`src/rtl/core/capture_frequency_meter_unit_assert.svh`:
```
// Assertion macros shared by the capture frequency meter RTL.
// Uses the including module's clk and rst; no other dependencies.
`ifndef CAPTURE_FREQUENCY_METER_UNIT_ASSERT_SVH
`define CAPTURE_FREQUENCY_METER_UNIT_ASSERT_SVH

`ifndef SYNTHESIS
// Consequent must hold in the same cycle as the antecedent
`define CFMU_ASSERT_SAME(lbl, ante, cons) \
  lbl: assert property (@(posedge clk) disable iff (rst) (ante) |-> (cons)) \
    else $error("cfmu assertion failed (same cycle)");
// Consequent must hold in the cycle after the antecedent
`define CFMU_ASSERT_NEXT(lbl, ante, cons) \
  lbl: assert property (@(posedge clk) disable iff (rst) (ante) |=> (cons)) \
    else $error("cfmu assertion failed (next cycle)");
`else
`define CFMU_ASSERT_SAME(lbl, ante, cons)
`define CFMU_ASSERT_NEXT(lbl, ante, cons)
`endif

`endif

```
`src/rtl/core/cfmu_pkg.sv`:
```
// Shared types, widths, register indexes and reset values for the
// capture frequency meter. No dependencies.
package cfmu_pkg;

  // Field and register widths
  localparam int TICK_W     = 27;
  localparam int FREQ_W     = 16;
  localparam int STALE_W    = 7;
  localparam int MASK_W     = 32;
  localparam int CH_W       = 5;
  localparam int CNT_IN_W   = 16;
  localparam int CFG_IDX_W  = 2;
  localparam int CFG_DATA_W = 32;
  localparam int S_TDATA_W  = 24;  // channel + captured_count, padded to bytes
  localparam int M_TDATA_W  = 16;

  // Parameter defaults
  localparam int CHANNELS_DEF   = 32;
  localparam int COUNT_BITS_DEF = 16;

  // Register indexes
  localparam logic [CFG_IDX_W-1:0] REG_TICK_RATE   = 2'd0;
  localparam logic [CFG_IDX_W-1:0] REG_MAX_FREQ    = 2'd1;
  localparam logic [CFG_IDX_W-1:0] REG_STALE_LIMIT = 2'd2;
  localparam logic [CFG_IDX_W-1:0] REG_ENABLE_MASK = 2'd3;

  // Register reset values
  localparam logic [TICK_W-1:0]  TICK_RATE_RST   = 27'd1000000;
  localparam logic [FREQ_W-1:0]  MAX_FREQ_RST    = 16'd5000;
  localparam logic [STALE_W-1:0] STALE_LIMIT_RST = 7'd30;
  localparam logic [MASK_W-1:0]  ENABLE_MASK_RST = 32'd0;

  // Staleness saturates here
  localparam logic [STALE_W-1:0] STALE_SAT = 7'd100;

  // Item kinds
  localparam logic OP_CAPTURE = 1'b0;
  localparam logic OP_READ    = 1'b1;

  // Result status
  localparam logic ST_OK       = 1'b0;
  localparam logic ST_DISABLED = 1'b1;

  typedef enum logic [2:0] {
    S_IDLE,
    S_FETCH,
    S_EVAL,
    S_DIV,
    S_WRITE,
    S_RESULT
  } state_t;

  // Controller to datapath
  typedef struct packed {
    logic accept;     // latch the input item
    logic fetch;      // read the channel entry
    logic div_start;  // start tick_rate / delta
    logic write;      // write the updated entry back
    logic load_out;   // load the output register
  } cmd_t;

  // Datapath to controller
  typedef struct packed {
    logic enabled;
    logic is_read;
    logic zero_delta;
    logic div_done;
    logic out_free;
  } sts_t;

endpackage

```
`src/rtl/core/cfmu_ram.sv`:
```
// Generic single-write, single-read RAM with registered read data.
// No dependencies.
module cfmu_ram #(
  parameter int WIDTH = 8,
  parameter int DEPTH = 32,
  parameter int AW    = (DEPTH > 1) ? $clog2(DEPTH) : 1
) (
  input  logic             clk,
  input  logic             we,
  input  logic [AW-1:0]    waddr,
  input  logic [WIDTH-1:0] wdata,
  input  logic             re,
  input  logic [AW-1:0]    raddr,
  output logic [WIDTH-1:0] rdata
);

  logic [WIDTH-1:0] mem [DEPTH];

  // Write port
  always_ff @(posedge clk) begin
    if (we) begin
      mem[waddr] <= wdata;
    end
  end

  // Registered read port
  always_ff @(posedge clk) begin
    if (re) begin
      rdata <= mem[raddr];
    end
  end

endmodule

```
`src/rtl/core/cfmu_div.sv`:
```
// Radix-2 restoring divider, one quotient bit per cycle.
// Depends on the assertion macro header.
`include "capture_frequency_meter_unit_assert.svh"

module cfmu_div #(
  parameter int DIVIDEND_W = 27,
  parameter int DIVISOR_W  = 16
) (
  input  logic                  clk,
  input  logic                  rst,
  input  logic                  start,
  input  logic [DIVIDEND_W-1:0] dividend,
  input  logic [DIVISOR_W-1:0]  divisor,
  output logic                  done,
  output logic [DIVIDEND_W-1:0] quotient
);

  localparam int CNT_W = (DIVIDEND_W > 1) ? $clog2(DIVIDEND_W) : 1;

  logic                 busy;
  logic [CNT_W-1:0]     cnt;
  logic [DIVISOR_W-1:0] rem;
  logic [DIVISOR_W:0]   shifted;
  logic [DIVISOR_W:0]   diff;
  logic                 qbit;

  // One trial subtraction per step
  always_comb begin
    shifted = {rem, quotient[DIVIDEND_W-1]};
    diff    = shifted - {1'b0, divisor};
    qbit    = (shifted >= {1'b0, divisor});
  end

  // Control
  always_ff @(posedge clk) begin
    if (rst) begin
      busy <= 1'b0;
      cnt  <= '0;
    end else if (start) begin
      busy <= 1'b1;
      cnt  <= '0;
    end else if (busy) begin
      cnt <= cnt + 1'b1;
      if (cnt == CNT_W'(DIVIDEND_W - 1)) begin
        busy <= 1'b0;
      end
    end
  end

  // Dividend shifts out as quotient bits shift in
  always_ff @(posedge clk) begin
    if (start) begin
      rem      <= '0;
      quotient <= dividend;
    end else if (busy) begin
      rem      <= qbit ? diff[DIVISOR_W-1:0] : shifted[DIVISOR_W-1:0];
      quotient <= {quotient[DIVIDEND_W-2:0], qbit};
    end
  end

  assign done = !busy;

  `CFMU_ASSERT_NEXT(a_start_busy, start, busy)
  `CFMU_ASSERT_NEXT(a_last_step, busy && !start && cnt == CNT_W'(DIVIDEND_W - 1), !busy)
  `CFMU_ASSERT_NEXT(a_idle_stays, !busy && !start, !busy)

endmodule

```
`src/rtl/core/cfmu_datapath.sv`:
```
// Datapath: configuration registers, item latch, channel state RAM,
// divider, update logic and output register. Depends on cfmu_pkg,
// cfmu_ram and cfmu_div.
module cfmu_datapath #(
  parameter int CHANNELS   = 32,
  parameter int COUNT_BITS = 16
) (
  input  logic                              clk,
  input  logic                              rst,
  input  logic                              cfg_we,
  input  logic [cfmu_pkg::CFG_IDX_W-1:0]    cfg_index,
  input  logic [cfmu_pkg::CFG_DATA_W-1:0]   cfg_data,
  input  logic [cfmu_pkg::S_TDATA_W-1:0]    s_tdata,
  input  logic                              s_tuser,
  output logic                              m_tvalid,
  input  logic                              m_tready,
  output logic [cfmu_pkg::M_TDATA_W-1:0]    m_tdata,
  output logic                              m_tuser,
  input  cfmu_pkg::cmd_t                    cmd,
  output cfmu_pkg::sts_t                    sts
);

  import cfmu_pkg::*;

  localparam int AW      = (CHANNELS > 1) ? $clog2(CHANNELS) : 1;
  localparam int ENTRY_W = STALE_W + FREQ_W + COUNT_BITS;

  // Configuration registers
  logic [TICK_W-1:0]  tick_rate;
  logic [FREQ_W-1:0]  max_frequency;
  logic [STALE_W-1:0] stale_limit;
  logic [MASK_W-1:0]  enable_mask;

  always_ff @(posedge clk) begin
    if (rst) begin
      tick_rate     <= TICK_RATE_RST;
      max_frequency <= MAX_FREQ_RST;
      stale_limit   <= STALE_LIMIT_RST;
      enable_mask   <= ENABLE_MASK_RST;
    end else if (cfg_we) begin
      case (cfg_index)
        REG_TICK_RATE:   tick_rate     <= cfg_data[TICK_W-1:0];
        REG_MAX_FREQ:    max_frequency <= cfg_data[FREQ_W-1:0];
        REG_STALE_LIMIT: stale_limit   <= cfg_data[STALE_W-1:0];
        REG_ENABLE_MASK: enable_mask   <= cfg_data[MASK_W-1:0];
        default: ;
      endcase
    end
  end

  // Item latch
  logic                  op;
  logic [CH_W-1:0]       ch;
  logic [COUNT_BITS-1:0] now;
  logic [AW-1:0]         addr;
  logic                  enabled;

  always_ff @(posedge clk) begin
    if (cmd.accept) begin
      op  <= s_tuser;
      ch  <= s_tdata[CH_W-1:0];
      now <= COUNT_BITS'(s_tdata[CH_W +: CNT_IN_W]);
    end
  end

  assign addr    = AW'(ch);
  assign enabled = (32'(ch) < CHANNELS) && enable_mask[ch];

  // Channel state; entries never written read as zero
  logic [CHANNELS-1:0]   valid;
  logic                  ent_valid;
  logic [ENTRY_W-1:0]    rdata;
  logic [ENTRY_W-1:0]    wdata;
  logic [ENTRY_W-1:0]    entry;
  logic [COUNT_BITS-1:0] last;
  logic [FREQ_W-1:0]     held;
  logic [STALE_W-1:0]    stale;

  always_ff @(posedge clk) begin
    if (rst) begin
      valid <= '0;
    end else if (cmd.write) begin
      valid[addr] <= 1'b1;
    end
  end

  always_ff @(posedge clk) begin
    if (cmd.fetch) begin
      ent_valid <= valid[addr];
    end
  end

  cfmu_ram #(
    .WIDTH (ENTRY_W),
    .DEPTH (CHANNELS),
    .AW    (AW)
  ) u_ram (
    .clk   (clk),
    .we    (cmd.write),
    .waddr (addr),
    .wdata (wdata),
    .re    (cmd.fetch),
    .raddr (addr),
    .rdata (rdata)
  );

  assign entry = ent_valid ? rdata : '0;
  assign last  = entry[COUNT_BITS-1:0];
  assign held  = entry[COUNT_BITS +: FREQ_W];
  assign stale = entry[COUNT_BITS + FREQ_W +: STALE_W];

  // Tick delta wraps at the counter width
  logic [COUNT_BITS-1:0] delta;
  logic                  zero_delta;
  logic                  div_done;
  logic [TICK_W-1:0]     quotient;

  assign delta      = now - last;
  assign zero_delta = (delta == '0);

  cfmu_div #(
    .DIVIDEND_W (TICK_W),
    .DIVISOR_W  (COUNT_BITS)
  ) u_div (
    .clk      (clk),
    .rst      (rst),
    .start    (cmd.div_start),
    .dividend (tick_rate),
    .divisor  (delta),
    .done     (div_done),
    .quotient (quotient)
  );

  // Entry update
  logic               take_q;
  logic               stale_hit;
  logic [FREQ_W-1:0]  cap_held;
  logic [FREQ_W-1:0]  rd_held;
  logic [STALE_W-1:0] rd_stale;

  always_comb begin
    take_q    = !zero_delta && (quotient < TICK_W'(max_frequency));
    cap_held  = take_q ? quotient[FREQ_W-1:0] : held;
    stale_hit = (stale >= stale_limit);
    rd_held   = stale_hit ? '0 : held;
    rd_stale  = (stale < STALE_SAT) ? stale + 1'b1 : stale;
    if (op == OP_READ) begin
      wdata = {rd_stale, rd_held, last};
    end else begin
      wdata = {STALE_W'(0), cap_held, now};
    end
  end

  // Output register
  always_ff @(posedge clk) begin
    if (rst) begin
      m_tvalid <= 1'b0;
    end else if (cmd.load_out) begin
      m_tvalid <= 1'b1;
    end else if (m_tready) begin
      m_tvalid <= 1'b0;
    end
  end

  always_ff @(posedge clk) begin
    if (cmd.load_out) begin
      m_tdata <= enabled ? rd_held : '0;
      m_tuser <= enabled ? ST_OK : ST_DISABLED;
    end
  end

  // Status to controller
  always_comb begin
    sts.enabled    = enabled;
    sts.is_read    = (op == OP_READ);
    sts.zero_delta = zero_delta;
    sts.div_done   = div_done;
    sts.out_free   = !m_tvalid || m_tready;
  end

endmodule

```
`src/rtl/core/cfmu_ctrl.sv`:
```
// Controller state machine sequencing fetch, divide, write-back and result.
// Depends on cfmu_pkg and the assertion macro header.
`include "capture_frequency_meter_unit_assert.svh"

module cfmu_ctrl (
  input  logic           clk,
  input  logic           rst,
  input  logic           s_tvalid,
  output logic           s_tready,
  input  cfmu_pkg::sts_t sts,
  output cfmu_pkg::cmd_t cmd
);

  import cfmu_pkg::*;

  state_t state;
  state_t state_next;

  // State register
  always_ff @(posedge clk) begin
    if (rst) begin
      state <= S_IDLE;
    end else begin
      state <= state_next;
    end
  end

  // Next state and commands
  always_comb begin
    state_next    = state;
    cmd           = '0;
    s_tready      = 1'b0;
    case (state)
      S_IDLE: begin
        s_tready   = 1'b1;
        cmd.accept = s_tvalid;
        if (s_tvalid) begin
          state_next = S_FETCH;
        end
      end
      S_FETCH: begin
        cmd.fetch = 1'b1;
        if (sts.enabled) begin
          state_next = S_EVAL;
        end else if (sts.is_read) begin
          state_next = S_RESULT;
        end else begin
          state_next = S_IDLE;
        end
      end
      S_EVAL: begin
        if (!sts.is_read && !sts.zero_delta) begin
          cmd.div_start = 1'b1;
          state_next    = S_DIV;
        end else begin
          state_next = S_WRITE;
        end
      end
      S_DIV: begin
        if (sts.div_done) begin
          state_next = S_WRITE;
        end
      end
      S_WRITE: begin
        cmd.write  = 1'b1;
        state_next = sts.is_read ? S_RESULT : S_IDLE;
      end
      S_RESULT: begin
        if (sts.out_free) begin
          cmd.load_out = 1'b1;
          state_next   = S_IDLE;
        end
      end
      default: begin
        state_next = S_IDLE;
      end
    endcase
  end

  `CFMU_ASSERT_NEXT(a_accept_fetch, cmd.accept, state == S_FETCH)
  `CFMU_ASSERT_NEXT(a_div_to_write, state == S_DIV && sts.div_done, state == S_WRITE)
  `CFMU_ASSERT_SAME(a_load_free, cmd.load_out, sts.out_free)

endmodule

```
`src/rtl/core/capture_frequency_meter_unit.sv`:
```
// Top level of the capture frequency meter: controller plus datapath.
// Depends on cfmu_pkg, cfmu_ctrl and cfmu_datapath.
//
// Per-channel frequency meter. Input items on s_* are either a timer capture
// (s_tuser = 0) or a read request (s_tuser = 1); a read returns one result
// item on m_* with the held frequency in hertz and a status flag, a capture
// returns nothing. One item is processed at a time. An enabled capture with a
// nonzero tick delta runs fetch, evaluate, divide and write-back before the next
// item is taken, the radix-2 divider giving one quotient bit per cycle over the
// 27-bit tick_rate. A zero-delta capture skips the divide, a disabled capture
// ends after fetch, a disabled read goes from fetch to result, an enabled read
// runs evaluate and write-back; results wait for the output register to free,
// then sit there while the next item is accepted. Channel state starts at zero
// after reset without a clearing pass. Configuration is to be written through
// cfg_we / cfg_index / cfg_data only while idle; the block does not enforce this.
module capture_frequency_meter_unit #(
  parameter int CHANNELS   = cfmu_pkg::CHANNELS_DEF,
  parameter int COUNT_BITS = cfmu_pkg::COUNT_BITS_DEF
) (
  input  logic                            clk,
  input  logic                            rst,
  // Configuration write port
  input  logic                            cfg_we,
  input  logic [cfmu_pkg::CFG_IDX_W-1:0]  cfg_index,
  input  logic [cfmu_pkg::CFG_DATA_W-1:0] cfg_data,
  // Input items
  input  logic                            s_tvalid,
  output logic                            s_tready,
  input  logic [cfmu_pkg::S_TDATA_W-1:0]  s_tdata,   // [4:0] channel, [20:5] captured_count
  input  logic                            s_tuser,   // [0] op
  // Result items
  output logic                            m_tvalid,
  input  logic                            m_tready,
  output logic [cfmu_pkg::M_TDATA_W-1:0]  m_tdata,   // [15:0] frequency
  output logic                            m_tuser    // [0] status
);

  import cfmu_pkg::*;

  cmd_t cmd;
  sts_t sts;

  cfmu_ctrl u_ctrl (
    .clk      (clk),
    .rst      (rst),
    .s_tvalid (s_tvalid),
    .s_tready (s_tready),
    .sts      (sts),
    .cmd      (cmd)
  );

  cfmu_datapath #(
    .CHANNELS   (CHANNELS),
    .COUNT_BITS (COUNT_BITS)
  ) u_datapath (
    .clk       (clk),
    .rst       (rst),
    .cfg_we    (cfg_we),
    .cfg_index (cfg_index),
    .cfg_data  (cfg_data),
    .s_tdata   (s_tdata),
    .s_tuser   (s_tuser),
    .m_tvalid  (m_tvalid),
    .m_tready  (m_tready),
    .m_tdata   (m_tdata),
    .m_tuser   (m_tuser),
    .cmd       (cmd),
    .sts       (sts)
  );

endmodule
```
`config.mk`:
```
export PLATFORM = sky130hd
export DESIGN_NAME = capture_frequency_meter_unit
export DESIGN_NICKNAME = d
export VERILOG_FILES = /design/src/rtl/core/cfmu_pkg.sv /design/src/rtl/core/cfmu_ram.sv /design/src/rtl/core/cfmu_div.sv /design/src/rtl/core/cfmu_datapath.sv /design/src/rtl/core/cfmu_ctrl.sv /design/src/rtl/core/capture_frequency_meter_unit.sv
export VERILOG_INCLUDE_DIRS = /design/src /design/src/rtl/core
export SDC_FILE = /design/constraint.sdc
export NUM_CORES = 2
export LEC_CHECK = 0
export BUFFER_PORTS_ARGS = -buffer_cell sky130_fd_sc_hd__buf_4
export CORE_MARGIN = 1
export CORE_UTILIZATION = 50
export CTS_CLUSTER_DIAMETER = 120
export DETAILED_ROUTE_END_ITERATION = 6
export PLACE_DENSITY = 0.66
export SYNTH_ARGS = -nofsm -noshare
export SYNTH_HDL_FRONTEND = slang
export SYNTH_SLANG_ARGS = --single-unit
```
`constraint.sdc`:
```
create_clock -name clk -period 9.7 [get_ports clk]
set_clock_uncertainty 0.15 [all_clocks]
set_input_delay 1.455 -clock clk [delete_from_list [all_inputs] [get_ports clk]]
set_output_delay 1.455 -clock clk [all_outputs]
set_load 0.05 [all_outputs]
```
# After elaboration in Yosys (flattened, before gate mapping)

Memory sizes are Yosys's and may differ from the RTL's. A register that Yosys moved wholly into a read port is not among the register bits.
Cells that the tools add are included.

Logic and storage cells: 96
Output and inout port bits: 19
Input port bits: 64
Memory bits (read-only): 0
Memory bits (writable): 1,248
Bits in latches: 0
Memories kept: 1
Register bits: 207

Multipliers: 0
Reductions and logical operators: 18
Div/mod/pow operators: 0
Shift operators: 0
Mux-type cells: 37
Equal/unequal tests: 12
$lt $le $gt $ge: 6
Add/sub/neg operators: 4
Bitwise logic cells: 1

Memory list:

| name                 | words | bits a word | read ports | clocked after Yosys merged registers in | wr ports | RTL line       | source |
|---|---|---|---|---|---|---|---|
| u_datapath.u_ram.mem | 32    | 39          | 1          | 1                                       | 1        | cfmu_ram.sv:17 | `logic [WIDTH-1:0] mem [DEPTH];` |

Operators by type and width:

| cell                  | count |
|---|---|
| $mux W39              | 2 |
| $mux W27              | 2 |
| $mux W16              | 3 |
| $or A32 B32 Y32       | 1 |
| $sub A16 B16 Y16      | 2 |
| $lt A27 B16 Y1        | 1 |
| $mux W1               | 19 |
| $mux W3               | 6 |
| $pmux W3 S6           | 1 |
| $ge A17 B16 Y1        | 1 |
| $logic_not A16 Y1     | 1 |
| $bmux W1 S5           | 2 |
| $reduce_and A2 Y1     | 4 |
| $add A7 B1 Y7 const B | 1 |
| $ge A7 B7 Y1          | 1 |
| $lt A7 B7 Y1 const B  | 1 |
| $mux W7               | 1 |
| $eq A3 B2 Y1 const B  | 2 |
| $eq A3 B3 Y1 const B  | 2 |
| $lt A5 B6 Y1 const B  | 1 |
| $ne A2 B2 Y1 const B  | 3 |
| $add A5 B1 Y5 const B | 1 |
| $demux W1 S5          | 1 |
| $eq A5 B5 Y1 const B  | 1 |
| 12 further kinds      | 18 |

# Longest topological paths before layout

Word-level depth: 8
Mapped depth: 21
Gate-level depth less buffers: 19

# Cells and area by module

Synthesis repeated with hierarchy kept, for this count alone.

Cells, all modules: 4,089
Area total of the unflattened synthesis: 61,710.4 µm²

Modules (own cells, without submodules):

| module        | seq. area each (µm²) | cells an instance | area each (µm²) | instances |
|---|---|---|---|---|
| cfmu_ram      | 38,647.1             | 2,743             | 49,887.8        | 1 |
| cfmu_datapath | 3,503.4              | 990               | 8,406.8         | 1 |
| cfmu_div      | 1,251.2              | 316               | 3,126.7         | 1 |
| cfmu_ctrl     | 60.1                 | 40                | 289.0           | 1 |

# Worst setup path before layout

No wires, ideal clock.

Path kind: register to register
Start: register u_datapath.ent_valid
End: memory u_datapath.u_ram.mem[0][22] (netlist bit) (data pin)
Path buffers: 3
Setup time: 0.385 ns
Slack: 4.716 ns
Arrival time: 4.449 ns
Cell stages (with the launch flop): 14
Data required time: 9.165 ns
Clock period less this slack: 4.984 ns
Cell sequence: edfxtp_1 clkbuf_1 clkbuf_1 nand2_1 ha_1 a21o_1 or3_4 o211ai_2 a21boi_1 or2_1 nor4bb_1 a311oi_4 buf_6 mux2i_1

Word-level cells in the longest chain between the ends: 7
Elaborated cells between the ends (all ways): 9
Classes of those cells: 1 x add/sub; 1 x order compare; 4 x mux; 3 x reduce/logical

RTL lines:

| element                        | RTL line             | source |
|---|---|---|
| start: declaration             | cfmu_datapath.sv:71  | `logic ent_valid;` |
| start signal: assignment       | cfmu_datapath.sv:89  | `ent_valid <= valid[addr];` |
| $mux W39 *                     | cfmu_datapath.sv:107 | `assign entry = ent_valid ? rdata : '0;` |
| $sub A16 B16 Y16               | cfmu_datapath.sv:118 | `assign delta = now - last;` |
| $logic_not A16 Y1              | cfmu_datapath.sv:119 | `assign zero_delta = (delta == '0);` |
| $logic_not A1 Y1               | cfmu_datapath.sv:142 | `take_q = !zero_delta && (quotient < TICK_W'(max_frequency));` |
| $logic_and A1 B1 Y1            | cfmu_datapath.sv:142 |  |
| $mux W16                       | cfmu_datapath.sv:143 | `cap_held = take_q ? quotient[FREQ_W-1:0] : held;` |
| $mux W39 *                     | cfmu_datapath.sv:147 | `if (op == OP_READ) begin` |
| net u_datapath.u_ram.wdata[22] | cfmu_ram.sv:11       | `input logic [WIDTH-1:0] wdata,` |
| end: declaration               | cfmu_ram.sv:17       |  |

Mark *: on every way through the listed nets, which the timed path passes. The rest lies on a longest branch.

# Worst setup path in the final report

Start: register u_datapath.ent_valid
End: memory u_datapath.u_ram.mem[5][23] (netlist bit) (data pin)

Same word-level chain as after synthesis.

==> results.py <==
metrics = {
    "cells_and_area": {
        "instances_no_fill": 4949,
        "area_growth_pct": 12.5,
        "multiInputGateArea_sq_um": 14800,
        "finalNetCount": 3428,
        "n_antenna_cell": 0,
        "drive_above_1_share": 0.227,
        "fillers": 8512,
        "regArea_sq_um": 43500,
        "fin_area_sq_um": 66200,
    },
    "clocking": {
        "hold_buffers": 0,
        "cts_buffer_depth": 3,
        "numCtsBuffers": 146,
        "htree_levels": 4,
        "cts_resized": 0,
        "cts_tree": "yes",
        "clkSlewWorstSetupHoldPaths_ns": 0.06,
        "clk_latency_ns": 0.76,
        "root_buffer": "clkbuf_16",
        "post_cts_buffers": 0,
        "numClockSinks": 1494,
    },
    "global_routing": {
        "grt.overflow.total": 0,
        "gr-usage-all-layers": 0.261,
        "grt_max_degree": 145,
        "grt_pass1_vias": 31698,
        "antenna_found_initial": 0,
        "grt_pass1_wl_mm": 219,
    },
    "yosys": {
        "yosysWarnings": 0,
        "synthTopCellsByArea": "edfxtp_1 (69%), mux4_2 (13%), dfxtp_1 (4.8%)",
        "synth_seq_cells": 1494,
        "synth_adder_area_share": 0.0126,
        "ys.flop_type": "edfxtp_1",
        "yosysTopAreaCell": "edfxtp_1",
        "synth_common_cells": "edfxtp_1 (1,354), mux4_2 (328), nand2_1 (228)",
        "synth_seq_area_share": 0.739,
        "synth_nets": 3301,
        "synth_top_family_by_area": "multiplexers",
        "muxShareOfSynthArea": 0.135,
        "avgSynthCellArea_sq_um": 18.5,
        "syn-cell-area_sq_um": 58800,
        "synth_cells": 3179,
        "synthSimpleGateAreaFrac": 0.0460,
        "synth_edf_count": 1354,
        "synth_compound_area_frac": 0.0459,
        "synth.distinct_cells": 77,
        "synth_xor_area_frac": 0.00445,
        "synthMostInstantiatedCell": "edfxtp_1",
        "synth_top_area_frac": 0.692,
        "synthArstFlopShare": 0,
    },
    "timing": {
        "finalHoldViolCount": 0,
        "layout_min_cycle_time_ns": 6.03,
        "report.final.slew_viol_count": 0,
        "setup_viol": 0,
        "finalSetupTns_ns": 0,
        "worst_pin_slew_ns": 1.35,
        "fmax_ghz": 0.166,
        "rsz0062_at_grt": "no",
        "relSlewSlack": 0.0839,
        "fin_ws_ns": 3.67,
        "fin_crit_sh": 0.622,
    },
    "setup_path": {
        "crit_required_ns": 9.92,
        "critPathCaptureType": "register",
        "crit_type": "register to register",
        "crit_fanout": 47,
        "cpMaxStageDelayCell": "mux2i_2",
        "critical-path-max-stage-delay_ns": 1.16,
        "path_cells": "buf_4, nand2_1, ha_1, a21o_1, a21o_1, a21oi_2, o21ai_1, or2_0, or2_1, nor4bb_1, a311oi_4, buf_4, mux2i_2",
        "critPathArrivalTime_ns": 6.25,
        "worst_setup_path_start_kind": "register",
        "path_buf_inv": 2,
        "cp_top_family": "buffers and inverters",
    },
    "outcome": {
        "status": "finished with violations",
        "violations": "DRC",
    },
    "drt": {
        "routed_wl_mm": 154,
        "drt-initial-drc-count": 4543,
        "drc_errors": 3,
        "wire_per_inst_microns": 31.2,
        "postRouteAntennaNets": 0,
        "drt_first_pass_iters": 7,
        "route.vias.total": 31877,
        "vias_per_cell": 6.44,
    },
    "floorplan": {
        "io_pins": 83,
        "rows": 125,
        "initial_utilization": 0.505,
        "core_sq_um": 116000,
        "die_area_sq_um": 119000,
        "die_w_microns": 345,
        "dieHeight_microns": 345,
    },
    "placement": {
        "place_area_sq_um": 61500,
        "dp.cells": 4679,
        "io_buffers": 79,
        "preCtsSetupSlack_ns": 3.78,
        "gp_congestion": 0.845,
        "dpl.hpwl_mm": 75.1,
    },
    "power_and_ir_drop": {
        "powerDensity_nw_per_um2": 210,
        "p_leak_nw": 21.3,
        "finalPower_mw": 13.9,
        "peakVddDrop_mv": 0.175,
    },
    "hold_path": {
        "hp-class": "register to register",
    },
    "job": {
        "maxCapViolations": 0,
    },
}
cell usage in the layout (no fill, tap or decap), drive strengths merged, types with 5 or more instances in the layout:
cell type and instances:
a211o 9, a211oi 18, a21o 18, a21oi 98
a22oi 165, a31oi 6, and2 13, buf 156
bufinv 6, clkbuf 195, clkinv 53, dfxtp 140
edfxtp 1354, ha 56, inv 83, mux2 27
mux2i 25, mux4 328, nand2 229, nand2b 13
nand3 24, nand3b 18, nand4 66, nor2 144
nor2b 9, nor3 21, nor3b 5, o211ai 8
o21ai 39, or2 7, or3 5, xnor2 18
xor2 11
state kept, by name (all words and copies together), names as in the netlist, 5 cells and up:
signal                     flops
u_datapath.addr                5
u_datapath.enable_mask        32
u_datapath.m_tdata            16
u_datapath.max_frequency      16
u_datapath.now                16
u_datapath.stale_limit         7
u_datapath.tick_rate          27
u_datapath.u_div.cnt           5
u_datapath.u_div.quotient     27
u_datapath.u_div.rem          16
u_datapath.u_ram.mem        1248
u_datapath.u_ram.rdata        39
u_datapath.valid              32
routing by layer:
metal	up-vias	share of wire	global-route usage
li1	13054	-	-
met1	16842	0.40	0.378
met2	1734	0.47	0.410
met3	247	0.094	0.0413
met4	0	0.029	0.0848
met5	-	0	0
metrics by stage:
step                       util  hold WS [ns]
after CTS                 0.568         0.305
after floorplan               -         0.282
after global placement    0.529         0.288
final                     0.569         0.303
after global routing      0.569         0.323
after detailed placement  0.529         0.297
report_power, final:
part / switching (mW) / internal [mW] / total, mW / leakage [nW]
Clock: 2.38 / 3.03 / 5.41 / 2.20
Sequential: 0.0749 / 7.17 / 7.24 / 13.5
Combinational: 0.769 / 0.496 / 1.27 / 5.64
Total: 3.22 / 10.7 / 13.9 / 21.3
worst paths after layout:
check | startpoint | end | slack [ns] | cells after the start
worst max-delay path | u_datapath.ent_valid$_DFFE_PN_ | u_datapath.u_ram.mem[5][23]$_DFFE_PP_ | 3.67 | 13
worst min-delay path | u_datapath.tick_rate[2]$_SDFFE_PP0P_ | u_datapath.tick_rate[2]$_SDFFE_PP0P_ | 0.30 | 2
worst max register to register | u_datapath.ent_valid$_DFFE_PN_ | u_datapath.u_ram.mem[5][23]$_DFFE_PP_ | 3.67 | 13
worst min register to register | u_datapath.tick_rate[2]$_SDFFE_PP0P_ | u_datapath.tick_rate[2]$_SDFFE_PP0P_ | 0.30 | 2
cells by family (layout without fill, tap and decap cells):
family,after synthesis,in the layout
xor gates and xnor gates,29,29
and+or+nand+nor,575,575
DFF,1494,1494
buffers and inverters,251,497
AOI/OAI and AO/OA,392,392
muxes,380,380
adders and majority gates,58,58
worst register-to-register path, stage by stage, from the launching register on:
cell and delay (ns):
edfxtp_1 0.84, buf_4 0.69, nand2_1 0.14, ha_1 0.38, a21o_1 0.18, a21o_1 0.22
a21oi_2 0.22, o21ai_1 0.10, or2_0 0.23, or2_1 0.26, nor4bb_1 0.18, a311oi_4 0.30
buf_4 0.55, mux2i_2 1.23
final cells by class:
cell class	instances	area share
repair buffers	156	0.0184
well taps	1524	0.0288
clock buffers	195	0.0594
multi-input cells	1434	0.223
flip-flops and latches	1494	0.657
inverters	74	0.00420
clock inverters	72	0.00885
Power figures use the tool's default switching activity.
